--- config.mk ---
export PLATFORM = sky130hd
export DESIGN_NAME = interval_sequence_task_timer
export DESIGN_NICKNAME = d
export VERILOG_FILES = /design/src/sv/isst_pkg.sv /design/src/sv/interval_sequence_task_timer.sv
export SDC_FILE = /design/constraint.sdc
export NUM_CORES = 2
export LEC_CHECK = 0
export ABC_AREA = 1
export BUFFER_PORTS_ARGS = -buffer_cell sky130_fd_sc_hd__buf_2
export CAP_MARGIN = 0
export CORE_MARGIN = 5
export CORE_UTILIZATION = 62
export DETAILED_ROUTE_END_ITERATION = 12
export PLACE_DENSITY = 0.8
export SLEW_MARGIN = 20
export SYNTH_ARGS = -nofsm -noshare
export SYNTH_HDL_FRONTEND = slang
export SYNTH_SLANG_ARGS = --single-unit
--- constraint.sdc ---
create_clock -name clock -period 9.64 [get_ports clock]
set_clock_uncertainty 0.2 [all_clocks]
set_input_delay 1.928 -clock clock [delete_from_list [all_inputs] [get_ports clock]]
set_output_delay 1.928 -clock clock [all_outputs]
set_load 0.03 [all_outputs]
--- src/sv/isst_pkg.sv ---
// Shared codes, register indexes and widths for the interval sequence task timer.
package isst_pkg;

   localparam int TABLE_DEPTH_DEF = 8;

   localparam int FUNC_W  = 3;
   localparam int TIME_W  = 32;
   localparam int POS_W   = 3;
   localparam int CNT_W   = 32;
   localparam int REP_W   = 16;
   localparam int LEN_W   = 4;
   localparam int CSR_IDX_W  = 3;
   localparam int CSR_DATA_W = 64;

   // func codes
   localparam logic [FUNC_W-1:0] FUNC_CALL    = 3'd0;
   localparam logic [FUNC_W-1:0] FUNC_ENABLE  = 3'd1;
   localparam logic [FUNC_W-1:0] FUNC_DISABLE = 3'd2;
   localparam logic [FUNC_W-1:0] FUNC_SUSPEND = 3'd3;
   localparam logic [FUNC_W-1:0] FUNC_RESUME  = 3'd4;
   localparam logic [FUNC_W-1:0] FUNC_RESET   = 3'd5;

   // register indexes
   localparam logic [CSR_IDX_W-1:0] REG_MODE         = 3'd0;
   localparam logic [CSR_IDX_W-1:0] REG_SEQ_LENGTH   = 3'd1;
   localparam logic [CSR_IDX_W-1:0] REG_REPEAT_COUNT = 3'd2;
   localparam logic [CSR_IDX_W-1:0] REG_START_DELAY  = 3'd3;
   localparam logic [CSR_IDX_W-1:0] REG_INTERVALS_01 = 3'd4;

   // mode bits
   localparam int MODE_SPANNING = 0;
   localparam int MODE_SUSP_END = 1;

   localparam logic [REP_W-1:0] REP_MAX = '1;

endpackage

--- src/sv/interval_sequence_task_timer.sv ---
// Interval sequence task timer: state update, config registers and result register.
// Each accepted word's result is registered and shows at the rsp_ outputs.
// Throughput: one word per cycle while not stalled; the state update compares elapsed
// time against the start delay or the current table interval, plus counter updates.
// Input is stalled only while a result waits and rsp_stall is high.
// Synchronous active-high reset restores config defaults, an enabled idle timer.
module interval_sequence_task_timer #(
   parameter int TABLE_DEPTH = isst_pkg::TABLE_DEPTH_DEF
) (
   input  logic                              clock,
   input  logic                              reset,
   input  logic                              req_valid,
   output logic                              req_stall,
   input  logic [isst_pkg::FUNC_W-1:0]       req_func,
   input  logic [isst_pkg::TIME_W-1:0]       req_now_us,
   output logic                              rsp_valid,
   input  logic                              rsp_stall,
   output logic                              rsp_run,
   output logic                              rsp_is_enabled,
   output logic                              rsp_is_suspended,
   output logic                              rsp_has_ended,
   output logic [isst_pkg::POS_W-1:0]        rsp_position,
   output logic [isst_pkg::CNT_W-1:0]        rsp_exec_total,
   output logic [isst_pkg::CNT_W-1:0]        rsp_interval_total,
   output logic [isst_pkg::CNT_W-1:0]        rsp_sleep_total,
   output logic [isst_pkg::REP_W-1:0]        rsp_repeat_total,
   input  logic                              csr_valid,
   output logic                              csr_ready,
   input  logic [isst_pkg::CSR_IDX_W-1:0]    csr_index,
   input  logic [isst_pkg::CSR_DATA_W-1:0]   csr_data
);

   localparam int IDX_W = (TABLE_DEPTH > 1) ? $clog2(TABLE_DEPTH) : 1;

   // config
   logic [1:0]                      mode_ff;
   logic [isst_pkg::LEN_W-1:0]      seq_length_ff;
   logic [isst_pkg::REP_W-1:0]      repeat_count_ff;
   logic [isst_pkg::TIME_W-1:0]     start_delay_ff;
   logic [isst_pkg::TIME_W-1:0]     table_ff [TABLE_DEPTH];

   // timer state
   logic                            enabled_ff, enabled_in;
   logic                            started_ff, started_in;
   logic                            delay_entered_ff, delay_entered_in;
   logic                            cycle_ff, cycle_in;
   logic                            suspended_ff, suspended_in;
   logic                            ended_ff, ended_in;
   logic                            level_ff, level_in;
   logic [isst_pkg::TIME_W-1:0]     entry_ff, entry_in;
   logic [isst_pkg::POS_W-1:0]      index_ff, index_in;
   logic [isst_pkg::CNT_W-1:0]      exec_ff, exec_in;
   logic [isst_pkg::CNT_W-1:0]      interval_ff, interval_in;
   logic [isst_pkg::CNT_W-1:0]      sleep_ff, sleep_in;
   logic [isst_pkg::REP_W-1:0]      repeat_ff, repeat_in;
   logic                            run_in;

   // result register
   logic                            rsp_valid_ff, rsp_valid_in;
   logic                            rsp_run_ff;
   logic                            rsp_enabled_ff;
   logic                            rsp_suspended_ff;
   logic                            rsp_ended_ff;
   logic [isst_pkg::POS_W-1:0]      rsp_position_ff;
   logic [isst_pkg::CNT_W-1:0]      rsp_exec_ff;
   logic [isst_pkg::CNT_W-1:0]      rsp_interval_ff;
   logic [isst_pkg::CNT_W-1:0]      rsp_sleep_ff;
   logic [isst_pkg::REP_W-1:0]      rsp_repeat_ff;

   logic                            accept;
   logic                            spanning;
   logic [isst_pkg::LEN_W-1:0]      eff_len;
   logic [isst_pkg::TIME_W-1:0]     elapsed;
   logic [isst_pkg::TIME_W-1:0]     cur_interval;
   logic                            interval_done;
   logic [isst_pkg::POS_W-1:0]      next_index;
   logic                            wrapped;
   logic [2:0]                      half_len;
   logic [18:0]                     odd_prod;
   logic [19:0]                     even_prod;
   logic [isst_pkg::CNT_W-1:0]      span_end;
   logic                            hold;
   logic                            do_clear;
   logic                            finite;

   assign req_stall = rsp_valid_ff & rsp_stall;
   assign accept    = req_valid & ~req_stall;
   assign csr_ready = 1'b1;

   assign spanning = mode_ff[isst_pkg::MODE_SPANNING];
   assign finite   = (repeat_count_ff != '0);

   always_comb begin
      if (seq_length_ff == '0)
         eff_len = isst_pkg::LEN_W'(1);
      else if (seq_length_ff > isst_pkg::LEN_W'(TABLE_DEPTH))
         eff_len = isst_pkg::LEN_W'(TABLE_DEPTH);
      else
         eff_len = seq_length_ff;
   end

   assign elapsed       = req_now_us - entry_ff;
   assign cur_interval  = table_ff[index_ff[IDX_W-1:0]];
   assign interval_done = (elapsed >= cur_interval);

   // position advance; wraps when at or past the last interval in use
   always_comb begin
      if ({1'b0, index_ff} < eff_len - isst_pkg::LEN_W'(1)) begin
         next_index = index_ff + isst_pkg::POS_W'(1);
         wrapped    = 1'b0;
      end else begin
         next_index = '0;
         wrapped    = 1'b1;
      end
   end

   // end count for spanning mode
   assign half_len  = 3'((eff_len + isst_pkg::LEN_W'(1)) >> 1);
   assign odd_prod  = 19'(half_len) * 19'(repeat_count_ff);
   assign even_prod = 20'(eff_len) * 20'(repeat_count_ff);
   always_comb begin
      if (repeat_count_ff == isst_pkg::REP_W'(1))
         span_end = isst_pkg::CNT_W'(eff_len);
      else if (repeat_count_ff[0])
         span_end = isst_pkg::CNT_W'(odd_prod) - isst_pkg::CNT_W'(1);
      else
         span_end = isst_pkg::CNT_W'(even_prod >> 1);
   end

   always_comb begin
      enabled_in       = enabled_ff;
      started_in       = started_ff;
      delay_entered_in = delay_entered_ff;
      cycle_in         = cycle_ff;
      suspended_in     = suspended_ff;
      ended_in         = ended_ff;
      level_in         = level_ff;
      entry_in         = entry_ff;
      index_in         = index_ff;
      exec_in          = exec_ff;
      interval_in      = interval_ff;
      sleep_in         = sleep_ff;
      repeat_in        = repeat_ff;
      run_in           = 1'b0;
      hold             = 1'b0;
      do_clear         = 1'b0;

      unique case (req_func)
         isst_pkg::FUNC_CALL: begin
            if (enabled_ff) begin
               // start delay
               if (!started_ff && start_delay_ff != '0) begin
                  if (!delay_entered_ff) begin
                     entry_in         = req_now_us;
                     delay_entered_in = 1'b1;
                     hold             = 1'b1;
                  end else if (elapsed < start_delay_ff) begin
                     hold = 1'b1;
                  end else begin
                     started_in = 1'b1;
                     if (spanning) level_in = 1'b1;
                  end
               end

               if (!hold && !spanning) begin
                  if (!cycle_ff) begin
                     entry_in         = req_now_us;
                     delay_entered_in = 1'b1;
                     cycle_in         = 1'b1;
                     if (suspended_ff) begin
                        sleep_in = sleep_ff + isst_pkg::CNT_W'(1);
                     end else if (finite && repeat_ff >= repeat_count_ff) begin
                        if (mode_ff[isst_pkg::MODE_SUSP_END]) suspended_in = 1'b1;
                        else do_clear = 1'b1;
                        ended_in = 1'b1;
                        sleep_in = '0;
                     end else begin
                        exec_in = exec_ff + isst_pkg::CNT_W'(1);
                        run_in  = 1'b1;
                     end
                  end else if (interval_done) begin
                     index_in = next_index;
                     if (wrapped && !suspended_ff && repeat_ff != isst_pkg::REP_MAX)
                        repeat_in = repeat_ff + isst_pkg::REP_W'(1);
                     cycle_in = 1'b0;
                  end
               end else if (!hold) begin
                  if (!cycle_ff) begin
                     level_in         = 1'b1;
                     exec_in          = exec_ff + isst_pkg::CNT_W'(1);
                     entry_in         = req_now_us;
                     delay_entered_in = 1'b1;
                     cycle_in         = 1'b1;
                     ended_in         = 1'b0;
                     started_in       = 1'b1;
                     index_in         = '0;
                     interval_in      = '0;
                     run_in           = ~suspended_ff;
                  end else if (interval_done) begin
                     index_in         = next_index;
                     interval_in      = interval_ff + isst_pkg::CNT_W'(1);
                     entry_in         = req_now_us;
                     delay_entered_in = 1'b1;
                     if (suspended_ff) begin
                        sleep_in = sleep_ff + isst_pkg::CNT_W'(1);
                        level_in = ~level_in;
                     end else if (finite && exec_ff >= span_end) begin
                        if (mode_ff[isst_pkg::MODE_SUSP_END]) suspended_in = 1'b1;
                        else do_clear = 1'b1;
                        level_in = 1'b0;
                        ended_in = 1'b1;
                        sleep_in = '0;
                     end else begin
                        level_in = ~level_in;
                        if (level_in) exec_in = exec_ff + isst_pkg::CNT_W'(1);
                        run_in = level_in;
                     end
                  end else begin
                     run_in = ~suspended_ff & level_in;
                  end
               end
            end
         end
         isst_pkg::FUNC_ENABLE:  enabled_in   = 1'b1;
         isst_pkg::FUNC_DISABLE: do_clear     = 1'b1;
         isst_pkg::FUNC_SUSPEND: suspended_in = 1'b1;
         isst_pkg::FUNC_RESUME:  suspended_in = 1'b0;
         isst_pkg::FUNC_RESET:   do_clear     = 1'b1;
         default: ;
      endcase

      // disable, reset or an end of run without suspend-at-end: clears the timer state and marks the run as ended
      if (do_clear) begin
         enabled_in       = 1'b0;
         started_in       = 1'b0;
         cycle_in         = 1'b0;
         suspended_in     = 1'b0;
         ended_in         = 1'b1;
         level_in         = 1'b0;
         delay_entered_in = 1'b0;
         entry_in         = '0;
         index_in         = '0;
         exec_in          = '0;
         interval_in      = '0;
         sleep_in         = '0;
         repeat_in        = '0;
      end
      if (req_func == isst_pkg::FUNC_RESET) enabled_in = 1'b1;
   end

   assign rsp_valid_in = accept | (rsp_valid_ff & rsp_stall);

   always_ff @(posedge clock) begin
      if (reset) begin
         mode_ff          <= '0;
         seq_length_ff    <= isst_pkg::LEN_W'(1);
         repeat_count_ff  <= '0;
         start_delay_ff   <= '0;
         for (int e = 0; e < TABLE_DEPTH; e++) table_ff[e] <= '0;
      end else if (csr_valid && csr_ready) begin
         unique case (csr_index)
            isst_pkg::REG_MODE:         mode_ff         <= csr_data[1:0];
            isst_pkg::REG_SEQ_LENGTH:   seq_length_ff   <= csr_data[isst_pkg::LEN_W-1:0];
            isst_pkg::REG_REPEAT_COUNT: repeat_count_ff <= csr_data[isst_pkg::REP_W-1:0];
            isst_pkg::REG_START_DELAY:  start_delay_ff  <= csr_data[isst_pkg::TIME_W-1:0];
            default: begin
               // interval pairs: even entry in the low half, odd in the high half
               for (int e = 0; e < TABLE_DEPTH; e++) begin
                  if (csr_index == isst_pkg::REG_INTERVALS_01 + isst_pkg::CSR_IDX_W'(e / 2))
                     table_ff[e] <= csr_data[isst_pkg::TIME_W*(e % 2) +: isst_pkg::TIME_W];
               end
            end
         endcase
      end
   end

   always_ff @(posedge clock) begin
      if (reset) begin
         enabled_ff       <= 1'b1;
         started_ff       <= 1'b0;
         delay_entered_ff <= 1'b0;
         cycle_ff         <= 1'b0;
         suspended_ff     <= 1'b0;
         ended_ff         <= 1'b0;
         level_ff         <= 1'b0;
         entry_ff         <= '0;
         index_ff         <= '0;
         exec_ff          <= '0;
         interval_ff      <= '0;
         sleep_ff         <= '0;
         repeat_ff        <= '0;
         rsp_valid_ff     <= 1'b0;
      end else begin
         rsp_valid_ff <= rsp_valid_in;
         if (accept) begin
            enabled_ff       <= enabled_in;
            started_ff       <= started_in;
            delay_entered_ff <= delay_entered_in;
            cycle_ff         <= cycle_in;
            suspended_ff     <= suspended_in;
            ended_ff         <= ended_in;
            level_ff         <= level_in;
            entry_ff         <= entry_in;
            index_ff         <= index_in;
            exec_ff          <= exec_in;
            interval_ff      <= interval_in;
            sleep_ff         <= sleep_in;
            repeat_ff        <= repeat_in;
         end
      end
   end

   // result word payload
   always_ff @(posedge clock) begin
      if (accept) begin
         rsp_run_ff       <= run_in;
         rsp_enabled_ff   <= enabled_in;
         rsp_suspended_ff <= suspended_in;
         rsp_ended_ff     <= ended_in;
         rsp_position_ff  <= index_in;
         rsp_exec_ff      <= exec_in;
         rsp_interval_ff  <= interval_in;
         rsp_sleep_ff     <= sleep_in;
         rsp_repeat_ff    <= repeat_in;
      end
   end

   assign rsp_valid          = rsp_valid_ff;
   assign rsp_run            = rsp_run_ff;
   assign rsp_is_enabled     = rsp_enabled_ff;
   assign rsp_is_suspended   = rsp_suspended_ff;
   assign rsp_has_ended      = rsp_ended_ff;
   assign rsp_position       = rsp_position_ff;
   assign rsp_exec_total     = rsp_exec_ff;
   assign rsp_interval_total = rsp_interval_ff;
   assign rsp_sleep_total    = rsp_sleep_ff;
   assign rsp_repeat_total   = rsp_repeat_ff;

endmodule

==> impl_results.md <==
- Final wirelength: 107000 um
- Clock Sinks: 587
- Max H-tree Level: 2
- Seq/Total Area, Yosys: 41.2%
- Post-layout min period: 8890 ps
- F_max: 113 MHz
- Number of global-route vias before repair: 32211
- VDD IR max: 0.137 mV
- Final Max Tran Viols: 0
- Critical Path RT: 9830 ps
- Pwr/cell area: 171 mW/mm^2
- Initial DRC Count: 3876
- Commonest non-fill, non-tap cells in the layout: 833 x nand2_1, 606 x nor2_1, 596 x inv_1, 491 x o21ai_0, 419 x a21oi_1
- Largest net degree at the start of global routing: 104
- Part of the cycle the worst path needs: 92.2%
- Layout cells sized above 1: 8.83%
- First-pass GRT wire length: 168000 um
- Crit path max fanout: 21
- Leakage power: 17.8 nW
- Total grt overflow: 0
- Clk slew on worst S/H paths: 60 ps
- DR vias/cell: 5.99
- Clk buf depth: 3
- Hold Crit Class: register to register
- Die width: 256 um
- Worst slew margin: 29.4%
- Critical path startpoint category: register
- Setup crit end kind: register
- EDFF count, synth: 375
- Leading cell type in the layout, fill and taps excluded: nand2_1
- Synth cell types: 63
- Top delay family on crit path: simple AND/OR/NAND/NOR gates
- Total Neg Setup Slack: 0 ps
- CP startpoint: seq_length_ff[3]$_SDFFE_PP0P_
- Final core utilization: 68.2%
- Status: finished, final reports clean
- Row Count: 90
- DR DRC count: 0
- Num CTS Buffers: 61
- Core footprint: 0.0602 mm^2
- Hold Slack: 264 ps
- Cells after synthesis: 4865
- # hold bufs at CTS: 0
- Clk Latency, worst-skew pair: 650 ps
- Avg Cell Area, Syn: 7.74 um^2
- Worst Path Class, Setup: register to register
- Cell mode on critical path: nand2_1
- GRT Resource Usage Total: 30.9%
- Nets@finish: 5295
- Worst-margin pin slew: 1050 ps
- Mapped cell area: 0.0377 mm^2
- PortBufs: 227
- Slowest stage delay, CP: 560 ps
- Final antenna-violating net count: 0
- Area growth from synthesis to final layout: 9.15%
- Hold Vio Cnt, Final: 0
- Routed len/inst: 18.5 um
- Routed vias: 34571
- Full die area: 0.0658 mm^2
- Post-synthesis register bit count: 587
- Gpl congestion: 0.982
- Unrepaired setup endpoints after global routing: false
- Critical-path top delay cell: fa_1
- Net count after synthesis: 5227
- Hold Path Origin: entry_ff[13]$_SDFFE_PP0P_
- CP Buf/Inv Count: 11
- Die Ht: 256 um
- Top_reg_cell synth: edfxtp_1
- R2r startpoint: seq_length_ff[3]$_SDFFE_PP0P_
- Clock Tree Root: clkbuf_16
- Io pins: 229
- CTS tree: done
- Worst Path Arrival: 9080 ps
- Warnings from Yosys: 0
- Final setup viols: 0
- Max_cap viols: 0
- DRT Pass-1 Iters: 9
- Starting Density: 62.5%
- Post-detail-place hpwl: 72300 um
- Antenna violations before repair: 13
- Ys async rst share: 0%
==> logic make-up after synthesis <==
family	Yosys count	synth area share, %
other	1	0.00996
DFF	587	41.2
xor gates and xnor gates	68	1.58
adders and majority gates	255	9.35
buffers and inverters	878	9.16
muxes	32	0.851
and+or+nand+nor	1864	20.7
AOI/OAI and AO/OA	1180	17.2
==> worst paths after layout <==
| kind | to | slack [ps] | cells after the start |
|---|---|---|---|
| hold reg to reg | entry_ff[13]$_SDFFE_PP0P_ | 260 | 2 |
| hold / removal | entry_ff[13]$_SDFFE_PP0P_ | 260 | 2 |
| setup / recovery | rsp_sleep_total[1]$_DFFE_PP_ | 750 | 45 |
| setup reg to reg | rsp_sleep_total[1]$_DFFE_PP_ | 750 | 45 |
==> area by class of cell <==
cell class              instances  area, um^2
diodes                          8        20.0
clock buffers                  83        1710
clock inverters                32         280
fillers                      4930       19100
inverters                     608        2290
multi-input cells            3400       18800
flip-flops and latches        587       15500
well taps                     782         978
repair buffers                275        1520
==> repair_timing <==
item	CTS	global route
hold endpoints to repair	0	0
resized for setup	0	3
endpoints found under the setup margin	0	68
setup buffers	0	0
==> synth_stat cells, drive strengths merged, types with 2 or more instances <==
cell     count  area share [%]
o211ai      34            0.68
or2         14            0.23
o2111ai     14            0.33
nand2      845             8.6
dfxtp      212              11
a21o         4           0.080
o21a         9            0.18
o221ai      34            0.79
nor2       622             6.3
mux2i       32            0.85
edfxtp     375              30
and3         2           0.033
a21oi      419             5.6
inv        608             6.1
xor2        51             1.2
o31ai        5            0.10
a211oi       4           0.080
clkbuf     194             1.9
nand3      232             3.1
ha         211             7.0
fa          44             2.3
buf         76             1.1
nand3b       4           0.080
o21bai      11            0.22
nor3        63            0.91
a31oi       11            0.18
o32ai       36            0.84
o2bb2ai      2           0.047
o21ai      561             7.5
xnor2       17            0.40
nor3b        2           0.053
nor4        16            0.32
o22ai       27            0.45
a21boi       5            0.10
nand4       63             1.1
==> sequential cells by signal, indices dropped and copies added (netlist names), 2 cells and up, named ones only <==
name	cells
interval_ff	32
repeat_count_ff	16
sleep_ff	32
rsp_sleep_total	32
rsp_repeat_total	16
rsp_interval_total	32
mode_ff	2
entry_ff	32
exec_ff	32
table_ff	256
rsp_position	3
index_ff	3
start_delay_ff	32
seq_length_ff	4
repeat_ff	16
rsp_exec_total	32
==> worst reg2reg max path, delay by kind of cell (launching register included) <==
kind | cells | cell delay [ps]
flip-flops | 1 | 300
AO/OA/AOI/OAI | 6 | 1120
AND/OR/NAND/NOR | 23 | 3740
buffers and inverters | 11 | 1460
adder cells (fa/ha/maj) | 5 | 1820
==> per-stage QoR <==
step | std cells | total power [W] | instance area, um^2 | setup slack (ps)
2_1_floorplan | 4865 | 0.00426 | 37700 | 2220
3_3_place_gp | 5651 | 0.00463 | 39100 | 928
3_5_place_dp | 5651 | 0.00468 | 39100 | 681
4_1_cts | 5766 | 0.00701 | 41000 | 689
5_1_grt | 5768 | 0.00736 | 41100 | 46.1
6_report | 5775 | 0.00704 | 41100 | 754
==> power by group <==
part	internal, W	switching (W)
combinational	0.000527	0.00116
clock	0.00135	0.00101
sequential	0.00287	0.000126
total	0.00474	0.00230
==> routing by layer <==
layer / track usage, % / vias up / part of all wire (%)
met5: 0 / - / 0.057
met4: 11.5 / 10 / 4.0
met3: 5.63 / 284 / 9.4
met2: 49.6 / 1595 / 46
met1: 42.3 / 16136 / 41
li1: - / 16546 / -
Note: power is estimated with default switching activity, not from simulation.
